File: src/rtl/core/gzmd_pkg.sv
// ----------------------------------------------------------------------------
// gzmd_pkg
// Codes, result types and section selection for the gzip member deframer.
// ----------------------------------------------------------------------------
package gzmd_pkg;

  localparam logic [7:0] MagicA    = 8'h1F;
  localparam logic [7:0] MagicB    = 8'h8B;
  localparam logic [7:0] MethodDef = 8'h08;
  localparam int unsigned FlHcrc    = 1;
  localparam int unsigned FlExtra   = 2;
  localparam int unsigned FlName    = 3;
  localparam int unsigned FlComment = 4;
  localparam logic [15:0] FixedSkip = 16'd6;   // fixed header bytes after FLG
  localparam logic [4:0]  MinTotal  = 5'd18;
  localparam int unsigned DelayLen  = 8;
  localparam int unsigned FifoDepth = 4;

  localparam logic [3:0] PH_ID1     = 4'd0;
  localparam logic [3:0] PH_ID2     = 4'd1;
  localparam logic [3:0] PH_CM      = 4'd2;
  localparam logic [3:0] PH_FLG     = 4'd3;
  localparam logic [3:0] PH_FIXED   = 4'd4;
  localparam logic [3:0] PH_XLEN0   = 4'd5;
  localparam logic [3:0] PH_XLEN1   = 4'd6;
  localparam logic [3:0] PH_EXTRA   = 4'd7;
  localparam logic [3:0] PH_NAME    = 4'd8;
  localparam logic [3:0] PH_COMMENT = 4'd9;
  localparam logic [3:0] PH_HCRC    = 4'd10;
  localparam logic [3:0] PH_PAYLOAD = 4'd11;
  localparam logic [3:0] PH_DISCARD = 4'd12;

  localparam logic [2:0] ST_OK     = 3'd0;
  localparam logic [2:0] ST_SHORT  = 3'd1;
  localparam logic [2:0] ST_MAGIC  = 3'd2;
  localparam logic [2:0] ST_METHOD = 3'd3;
  localparam logic [2:0] ST_TRUNC  = 3'd4;

  localparam logic KIND_PAYLOAD = 1'b0;
  localparam logic KIND_REPORT  = 1'b1;

  typedef struct packed {
    logic        kind;
    logic [7:0]  payload_byte;
    logic [2:0]  status;
    logic [31:0] original_size;
    logic        run_end;
  } gzmd_result_t;

  typedef struct packed {
    logic [1:0]   count;   // results in this request: 0, 1 or 2
    gzmd_result_t r0;
    gzmd_result_t r1;
  } gzmd_push_t;

  // First optional section at or after 'from' that the flags ask for.
  function automatic logic [3:0] next_section(logic [7:0] flags, logic [3:0] from);
    logic [3:0] ph;
    if (from <= PH_XLEN0 && flags[FlExtra]) ph = PH_XLEN0;
    else if (from <= PH_NAME && flags[FlName]) ph = PH_NAME;
    else if (from <= PH_COMMENT && flags[FlComment]) ph = PH_COMMENT;
    else if (from <= PH_HCRC && flags[FlHcrc]) ph = PH_HCRC;
    else ph = PH_PAYLOAD;
    return ph;
  endfunction

endpackage

File: src/rtl/core/gzmd_parser.sv
// ----------------------------------------------------------------------------
// gzmd_parser
// Header walk, trailer delay line and end report, one byte per cycle while step_i is high.
// ----------------------------------------------------------------------------
module gzmd_parser import gzmd_pkg::*; (
  input  logic       clk_i,
  input  logic       rst_ni,
  input  logic       step_i,
  input  logic [7:0] byte_i,
  input  logic       fin_i,
  output gzmd_push_t push_o
);

  logic [3:0]  phase_q, phase_d;
  logic [7:0]  flags_q, flags_d;
  logic [15:0] skip_q, skip_d;
  logic [4:0]  total_q, total_d;
  logic [7:0]  tail_q [DelayLen];
  logic [7:0]  tail_d [DelayLen];
  logic [3:0]  fill_q, fill_d;
  logic [2:0]  err_q, err_d;

  always_comb begin
    gzmd_result_t pay, rep;
    logic         has_pay;
    logic [15:0]  skip_dec;
    logic [2:0]   st;

    phase_d  = phase_q;
    flags_d  = flags_q;
    skip_d   = skip_q;
    err_d    = err_q;
    fill_d   = fill_q;
    tail_d   = tail_q;
    has_pay  = 1'b0;
    skip_dec = skip_q - 16'd1;
    total_d  = (total_q < MinTotal) ? total_q + 5'd1 : total_q;

    pay = '0;
    pay.kind = KIND_PAYLOAD;
    pay.payload_byte = tail_q[0];
    pay.run_end = !fin_i;

    case (phase_q)
      PH_ID1: begin
        if (byte_i == MagicA) phase_d = PH_ID2;
        else begin
          err_d = ST_MAGIC;
          phase_d = PH_DISCARD;
        end
      end
      PH_ID2: begin
        if (byte_i == MagicB) phase_d = PH_CM;
        else begin
          err_d = ST_MAGIC;
          phase_d = PH_DISCARD;
        end
      end
      PH_CM: begin
        if (byte_i == MethodDef) phase_d = PH_FLG;
        else begin
          err_d = ST_METHOD;
          phase_d = PH_DISCARD;
        end
      end
      PH_FLG: begin
        flags_d = byte_i;
        skip_d  = FixedSkip;
        phase_d = PH_FIXED;
      end
      PH_FIXED: begin
        skip_d = skip_dec;
        if (skip_dec == '0) phase_d = next_section(flags_q, PH_XLEN0);
      end
      PH_XLEN0: begin
        skip_d  = {8'h00, byte_i};
        phase_d = PH_XLEN1;
      end
      PH_XLEN1: begin
        skip_d  = {byte_i, skip_q[7:0]};
        phase_d = ({byte_i, skip_q[7:0]} != '0) ? PH_EXTRA
                                               : next_section(flags_q, PH_NAME);
      end
      PH_EXTRA: begin
        skip_d = skip_dec;
        if (skip_dec == '0) phase_d = next_section(flags_q, PH_NAME);
      end
      PH_NAME: begin
        if (byte_i == 8'h00) phase_d = next_section(flags_q, PH_COMMENT);
      end
      PH_COMMENT: begin
        if (byte_i == 8'h00) phase_d = next_section(flags_q, PH_HCRC);
      end
      PH_HCRC: begin
        skip_d = skip_dec;
        if (skip_dec == '0) phase_d = PH_PAYLOAD;
      end
      PH_PAYLOAD: begin
        if (fill_q[3]) begin
          has_pay = 1'b1;
          for (int i = 0; i < DelayLen - 1; i++) tail_d[i] = tail_q[i+1];
          tail_d[DelayLen-1] = byte_i;
        end else begin
          tail_d[fill_q[2:0]] = byte_i;
          fill_d = fill_q + 4'd1;
        end
      end
      default: phase_d = PH_DISCARD;
    endcase

    // header CRC always skips two bytes, whichever section led to it
    if (phase_d == PH_HCRC && phase_q != PH_HCRC) skip_d = 16'd2;

    if (total_d < MinTotal) st = ST_SHORT;
    else if (err_d != ST_OK) st = err_d;
    else if (phase_d != PH_PAYLOAD || !fill_d[3]) st = ST_TRUNC;
    else st = ST_OK;

    rep = '0;
    rep.kind = KIND_REPORT;
    rep.status = st;
    rep.run_end = 1'b1;
    if (st == ST_OK) rep.original_size = {tail_d[7], tail_d[6], tail_d[5], tail_d[4]};

    push_o = '0;
    if (step_i) begin
      if (has_pay && fin_i) begin
        push_o.count = 2'd2;
        push_o.r0 = pay;
        push_o.r1 = rep;
      end else if (has_pay) begin
        push_o.count = 2'd1;
        push_o.r0 = pay;
      end else if (fin_i) begin
        push_o.count = 2'd1;
        push_o.r0 = rep;
      end
    end

    // end of file: back to reset values for the next member
    if (fin_i) begin
      phase_d = PH_ID1;
      flags_d = '0;
      skip_d  = '0;
      total_d = '0;
      fill_d  = '0;
      err_d   = ST_OK;
    end
  end

  always_ff @(posedge clk_i or negedge rst_ni) begin
    if (!rst_ni) begin
      phase_q <= PH_ID1;
      flags_q <= '0;
      skip_q  <= '0;
      total_q <= '0;
      fill_q  <= '0;
      err_q   <= ST_OK;
    end else if (step_i) begin
      phase_q <= phase_d;
      flags_q <= flags_d;
      skip_q  <= skip_d;
      total_q <= total_d;
      fill_q  <= fill_d;
      err_q   <= err_d;
    end
  end

  // entries are read only after all eight were written, so no reset needed
  always_ff @(posedge clk_i) begin
    if (step_i) tail_q <= tail_d;
  end

endmodule

File: src/rtl/core/gzmd_out_fifo.sv
// ----------------------------------------------------------------------------
// gzmd_out_fifo
// Small result queue: up to two entries in per cycle, one out.
// ----------------------------------------------------------------------------
module gzmd_out_fifo import gzmd_pkg::*; (
  input  logic         clk_i,
  input  logic         rst_ni,
  input  gzmd_push_t   push_i,
  input  logic         pop_i,
  output logic         valid_o,
  output logic         room_o,
  output gzmd_result_t head_o
);

  localparam int unsigned PtrW = $clog2(FifoDepth);
  localparam int unsigned CntW = $clog2(FifoDepth + 1);

  gzmd_result_t    mem_q [FifoDepth];
  logic [PtrW-1:0] wr_q, wr_d, rd_q, rd_d;
  logic [CntW-1:0] cnt_q, cnt_d;
  logic [PtrW-1:0] wr_next;

  assign wr_next = wr_q + PtrW'(1);
  assign valid_o = (cnt_q != '0);
  assign room_o  = (cnt_q <= CntW'(FifoDepth - 2));
  assign head_o  = mem_q[rd_q];

  always_comb begin
    wr_d  = wr_q + PtrW'(push_i.count);
    rd_d  = pop_i ? rd_q + PtrW'(1) : rd_q;
    cnt_d = cnt_q + CntW'(push_i.count) - CntW'(pop_i);
  end

  always_ff @(posedge clk_i or negedge rst_ni) begin
    if (!rst_ni) begin
      wr_q  <= '0;
      rd_q  <= '0;
      cnt_q <= '0;
    end else begin
      wr_q  <= wr_d;
      rd_q  <= rd_d;
      cnt_q <= cnt_d;
    end
  end

  always_ff @(posedge clk_i) begin
    if (push_i.count != 2'd0) mem_q[wr_q] <= push_i.r0;
    if (push_i.count == 2'd2) mem_q[wr_next] <= push_i.r1;
  end

endmodule

File: src/rtl/core/gzip_member_deframer_top.sv
// ----------------------------------------------------------------------------
// gzip_member_deframer_top
// Strips gzip member headers and emits deflate payload plus an end report.
// ----------------------------------------------------------------------------
// Input: one file byte per item on s_axis, tlast on the final byte of a file.
// Output: m_axis items; tuser 0 is a payload byte, tuser 1 the end report
// carrying status and original size. tlast marks the last result of a byte.
// Payload lags the input by eight bytes, since the last eight are trailer.
// A byte is registered on entry and processed once the result queue has room,
// and its results are written to the queue, which presents them on m_axis.
// One byte per cycle is taken sustained while the receiver keeps taking
// results; the final byte makes two results, and the four-entry result
// queue absorbs that extra one. Input ready drops only when the queue
// lacks room for two results, i.e. when the receiver stalls.
// Reset clears the header walker and empties the queue; the next byte starts
// a new file. After each end report the walker also starts a new file.
// If the status is not ok, payload already sent belongs to a bad file.
// ----------------------------------------------------------------------------
module gzip_member_deframer_top import gzmd_pkg::*; (
  input  logic        clk_i,
  input  logic        rst_ni,
  input  logic        s_axis_tvalid_i,
  output logic        s_axis_tready_o,
  input  logic [7:0]  s_axis_tdata_i,   // [7:0] in_byte
  input  logic        s_axis_tlast_i,   // final_byte
  output logic        m_axis_tvalid_o,
  input  logic        m_axis_tready_i,
  output logic [47:0] m_axis_tdata_o,   // [7:0] payload_byte, [10:8] status,
                                        // [42:11] original_size, [47:43] zero
  output logic        m_axis_tuser_o,   // kind
  output logic        m_axis_tlast_o    // run_end
);

  logic         in_valid_q;
  logic [7:0]   in_byte_q;
  logic         in_fin_q;
  logic         step;
  logic         room;
  gzmd_push_t   push;
  gzmd_result_t head;

  assign step            = in_valid_q && room;
  assign s_axis_tready_o = !in_valid_q || room;

  always_ff @(posedge clk_i or negedge rst_ni) begin
    if (!rst_ni) begin
      in_valid_q <= 1'b0;
    end else if (s_axis_tready_o) begin
      in_valid_q <= s_axis_tvalid_i;
    end
  end

  always_ff @(posedge clk_i) begin
    if (s_axis_tvalid_i && s_axis_tready_o) begin
      in_byte_q <= s_axis_tdata_i;
      in_fin_q  <= s_axis_tlast_i;
    end
  end

  gzmd_parser u_parser (
    .clk_i  (clk_i),
    .rst_ni (rst_ni),
    .step_i (step),
    .byte_i (in_byte_q),
    .fin_i  (in_fin_q),
    .push_o (push)
  );

  gzmd_out_fifo u_fifo (
    .clk_i   (clk_i),
    .rst_ni  (rst_ni),
    .push_i  (push),
    .pop_i   (m_axis_tvalid_o && m_axis_tready_i),
    .valid_o (m_axis_tvalid_o),
    .room_o  (room),
    .head_o  (head)
  );

  assign m_axis_tdata_o = {5'b0, head.original_size, head.status, head.payload_byte};
  assign m_axis_tuser_o = head.kind;
  assign m_axis_tlast_o = head.run_end;

endmodule

File: config.mk
export PLATFORM = sky130hd
export DESIGN_NAME = gzip_member_deframer_top
export DESIGN_NICKNAME = d
export VERILOG_FILES = /design/src/rtl/core/gzmd_pkg.sv /design/src/rtl/core/gzmd_parser.sv /design/src/rtl/core/gzmd_out_fifo.sv /design/src/rtl/core/gzip_member_deframer_top.sv
export SDC_FILE = /design/constraint.sdc
export NUM_CORES = 1
export LEC_CHECK = 0
export ABC_AREA = 1
export BUFFER_PORTS_ARGS = -buffer_cell sky130_fd_sc_hd__buf_2
export CORE_ASPECT_RATIO = 0.75
export CORE_MARGIN = 5
export CORE_UTILIZATION = 55
export CTS_CLUSTER_DIAMETER = 150
export DETAILED_ROUTE_END_ITERATION = 10
export GPL_ROUTABILITY_DRIVEN = 1
export GPL_TIMING_DRIVEN = 0
export PLACE_DENSITY_LB_ADDON = 0.3
export SYNTH_ARGS = -nofsm -noshare
export SYNTH_HDL_FRONTEND = slang
export SYNTH_HIERARCHICAL = 1
export SYNTH_SLANG_ARGS = --single-unit
File: constraint.sdc
create_clock -name clk_i -period 5.35 [get_ports clk_i]
set_input_delay 0.8025 -clock clk_i [delete_from_list [all_inputs] [get_ports clk_i]]
set_output_delay 0.8025 -clock clk_i [all_outputs]
set_load 0.02 [all_outputs]
==> key figures <==
CTS
  • CTS root buf: clkbuf_16
  • Clk buf depth: 3
  • Clk_lat worst skew: ~0.53 ns
  • Sink Count: approximately 300
  • H-tree levels: 2
  • Total CTS buffers: 34
  • Worst-path clk slew: 0.06 ns
  • Hold_buf cts: 0
  • CTS tree: yes

Setup path
  • Reg2Reg Launch Point: u_fifo/cnt_q[1]$_DFF_PN0_
  • WP data required: 5.57 ns
  • Setup crit end: u_fifo/mem_q[2][20]$_DFFE_PP_
  • Crit path capture type: flop
  • Worst R2R Path Depth: 15
  • Startpoint types: flop
  • Reg-to-reg setup timing slack: approximately 0.17 ns
  • Reg2reg end: u_fifo/mem_q[2][20]$_DFFE_PP_
  • WS Path Type: reg2reg
  • CP Max Fanout: 33
  • Setup crit start: u_fifo/cnt_q[1]$_DFF_PN0_
  • Worst Path Arrival: around 5.4 ns

Power and ir drop
  • VDD IR-drop max: ~0.30 mV
  • Leak: 8.94 nW
  • Combinational group share of total power: 43.9%
  • Psw: roughly 0.0041 W
  • P_int: roughly 0.0054 W
  • Switching Share: around 43%
  • Sequential group share of total power: roughly a third
  • Clock network power share: 23.8%
  • Power Dens Cells: approximately 490 nW/um^2
  • Total power: 0.00951 W

Global routing
  • Total grt overflow: 0
  • Vias in the first global route: between 15k and 20k
  • GR peak layer: met2
  • Met3 usage: between 6 and 7%
  • Routing usage on met2: about 44%
  • Initial antenna violation count: 0
  • Total GRT Usage: 29.6%
  • First-pass GRT wire length: 83500 um
  • GR Util met1: between 40% and 50%
  • Largest net degree at the start of global routing: between 40 and 50

Cells and area
  • Area Overhead vs Synth: 11.5%
  • Final instance area: approximately 20000 um^2
  • Most common cell after layout, fill and taps aside: nand2_1
  • Final #Nets: between 2k and 2.5k
  • Antenna cells: 0
  • Most frequent cells in the layout: 773 x nand2_1, 307 x nand3_1, 253 x edfxtp_1
  • Share of layout cells above drive strength 1: between 10% and 20%

Run
  • Maxcap violations: 0

Timing
  • Worst hold margin: ~0.44 ns
  • RSZ-0062 raised after global routing: no
  • Post-route clock period utilization: between 90% and 100%
  • Final Skew: approximately 0.028 ns
  • # setup viols final: 0
  • Slew Viols, Final: 0
  • Max Fclk: 193 MHz
  • Max_slew headroom: between 20% and 30%
  • Least-Margin Pin Slew: 1.12 ns
  • Final count of hold timing violations: 0
  • Min cycle time layout: approximately 5.2 ns

Drt
  • Vias per inst: 5.86
  • Initial DRC count: between 2k and 2.5k
  • WL final: ~53000 um
  • Post-route ant nets: 0
  • WL/cell: about 19 um
  • Detailed Routing Iterations Pass 1: 6
  • Via count: roughly 16k
  • Residual DRC count: 0

Floorplan
  • Die span in y: approximately 160 um
  • Total die area: ~36000 um^2
  • Core area: 31300 um^2
  • Initial Util: 55.9%
  • Top Ports: 65
  • Die width: about 220 um
  • Placement Rows: between 50 and 60

Placed design
  • HPWL Detailed: 37100 um
  • Gpl congestion: ~0.95
  • Cell Area, Placed: about 18000 um^2
  • # port buffers: between 50 and 60

Logic synthesis
  • Cells after Synth: around 2.2k
  • Sequential fraction of the synthesis area: 49.7%
  • Post-Syn Area: 17500 um^2
  • #FFs+latches synth: 297
  • Post-Syn Area per Cell: approximately 8 um^2
  • Yosys Warn Count: 6
  • Library cells used by synthesis: between 40 and 50

Status
  • Status: finished clean

Hold path
  • Worst Hold Class: in2reg
cells in the mapped netlist, drive strengths merged:
master | instances | area [um^2]
xor2 | 4 | 35.0
nor2 | 185 | 776
dfrtp | 44 | 1100
clkbuf | 34 | 128
xnor2 | 1 | 8.76
a211oi | 1 | 7.51
or2 | 46 | 288
ha | 10 | 125
clkinv | 2 | 7.51
and3 | 2 | 12.5
and2 | 1 | 6.26
o22ai | 11 | 68.8
nand2 | 787 | 2990
inv | 252 | 946
a31oi | 2 | 12.5
o211ai | 22 | 165
o221ai | 2 | 17.5
fa | 1 | 20.0
nor3b | 1 | 7.51
nand4 | 39 | 432
o2111ai | 1 | 8.76
nor4 | 2 | 18.8
a22oi | 9 | 67.6
nor3 | 14 | 70.1
conb | 2 | 7.51
edfxtp | 253 | 7600
nand3b | 4 | 30.0
a21oi | 38 | 190
nand3 | 308 | 1550
o21ai | 51 | 267
buf | 100 | 558
power groups by stage:
stage / clock network, W / logic (W) / registers, W
6_report: 0.00226 / 0.00417 / 0.00307
5_1_grt: 0.00239 / 0.00458 / 0.00310
4_1_cts: 0.00228 / 0.00411 / 0.00307
3_5_place_dp: 0 / 0.00409 / 0.00312
3_3_place_gp: 0 / 0.00397 / 0.00313
2_1_floorplan: 0 / 0.00284 / 0.00306
worst min path at each step:
stage | from | end | cells past startpoint
4_1_cts | s_axis_tdata_i[0] | in_byte_q[0]$_DFFE_PP_ | 1
5_1_grt | s_axis_tdata_i[0] | in_byte_q[0]$_DFFE_PP_ | 1
3_3_place_gp | u_parser/skip_q[15]$_DFFE_PN0P_ | u_parser/skip_q[15]$_DFFE_PN0P_ | 2
6_report | s_axis_tdata_i[7] | in_byte_q[7]$_DFFE_PP_ | 1
3_5_place_dp | u_parser/skip_q[15]$_DFFE_PN0P_ | u_parser/skip_q[15]$_DFFE_PN0P_ | 2
2_1_floorplan | u_parser/skip_q[15]$_DFFE_PN0P_ | u_parser/skip_q[15]$_DFFE_PN0P_ | 2
metal layers:
metal  vias up  part of all wire, %  wire [um]
met2      1110                   42      22500
met4         0                  3.5       1850
met5         -                    0          0
met1      7492                   41      21700
li1       7450                    -          -
met3       179                   13       6950
kinds of logic after synthesis:
kind of cell / after synthesis / synth area share, %
AND/OR/NAND/NOR: 1389 / 35.3
buffers and inverters: 388 / 9.36
flip-flops: 297 / 49.7
AO/OA/AOI/OAI: 137 / 4.59
adder cells (fa/ha/maj): 11 / 0.828
XOR/XNOR: 5 / 0.250
other: 2 / 0.0429
worst max-delay path: stages (launching register included):
cell,delay [ns]
dfrtp_1,0.38
a21oi_1,0.32
nand2_1,0.18
clkinvlp_4,0.54
clkbuf_1,0.40
nand2_1,0.47
clkbuf_1,0.41
inv_1,0.28
buf_4,0.16
inv_1,0.10
nor2_4,0.14
buf_4,0.23
nand2_4,0.14
buf_2,0.24
nand2_2,0.57
buf_12,0.28
per-stage QoR:
step / cells / TNS (ns) / util (%) / setup WS [ns]
after CTS: 2770 / 0 / 62.4 / 0.264
after detailed placement: 2709 / -6.63 / 58.9 / -0.0964
after global routing: 2770 / 0 / 62.4 / 0.0363
after floorplan: 2240 / 0 / - / 1.10
final: 2770 / 0 / 62.4 / 0.174
after global placement: 2705 / -186.66 / 58.6 / -1.14
final cells by class:
| class | count | area (um^2) |
|---|---|---|
| fill | 2694 | 11800 |
| tap | 406 | 508 |
| multi-input combinational | 1555 | 7230 |
| inverter | 254 | 957 |
| timing repair buffer | 63 | 375 |
| clock buffer | 45 | 963 |
| clock inverter | 16 | 109 |
| sequential | 297 | 8700 |
| buffer | 134 | 686 |
repair_timing:
item | 4_1_cts | 5_1_grt
endpoints found under the setup margin | 76 | 0
buffers inserted | 0 | 0
resized for setup | 1 | 0
sequential cells by signal, indices dropped and copies added (netlist names):
register and flops:
u_fifo/cnt_q 3, in_byte_q 8, u_fifo/rd_q 2, u_parser/flags_q 4, u_parser/phase_q 4, u_parser/fill_q 4
u_fifo/mem_q 180, u_fifo/wr_q 2, in_fin_q 1, u_parser/total_q 5, u_parser/skip_q 16, u_parser/tail_q 64
in_valid_q 1, u_parser/err_q 3
Power figures use the tool's default switching activity.
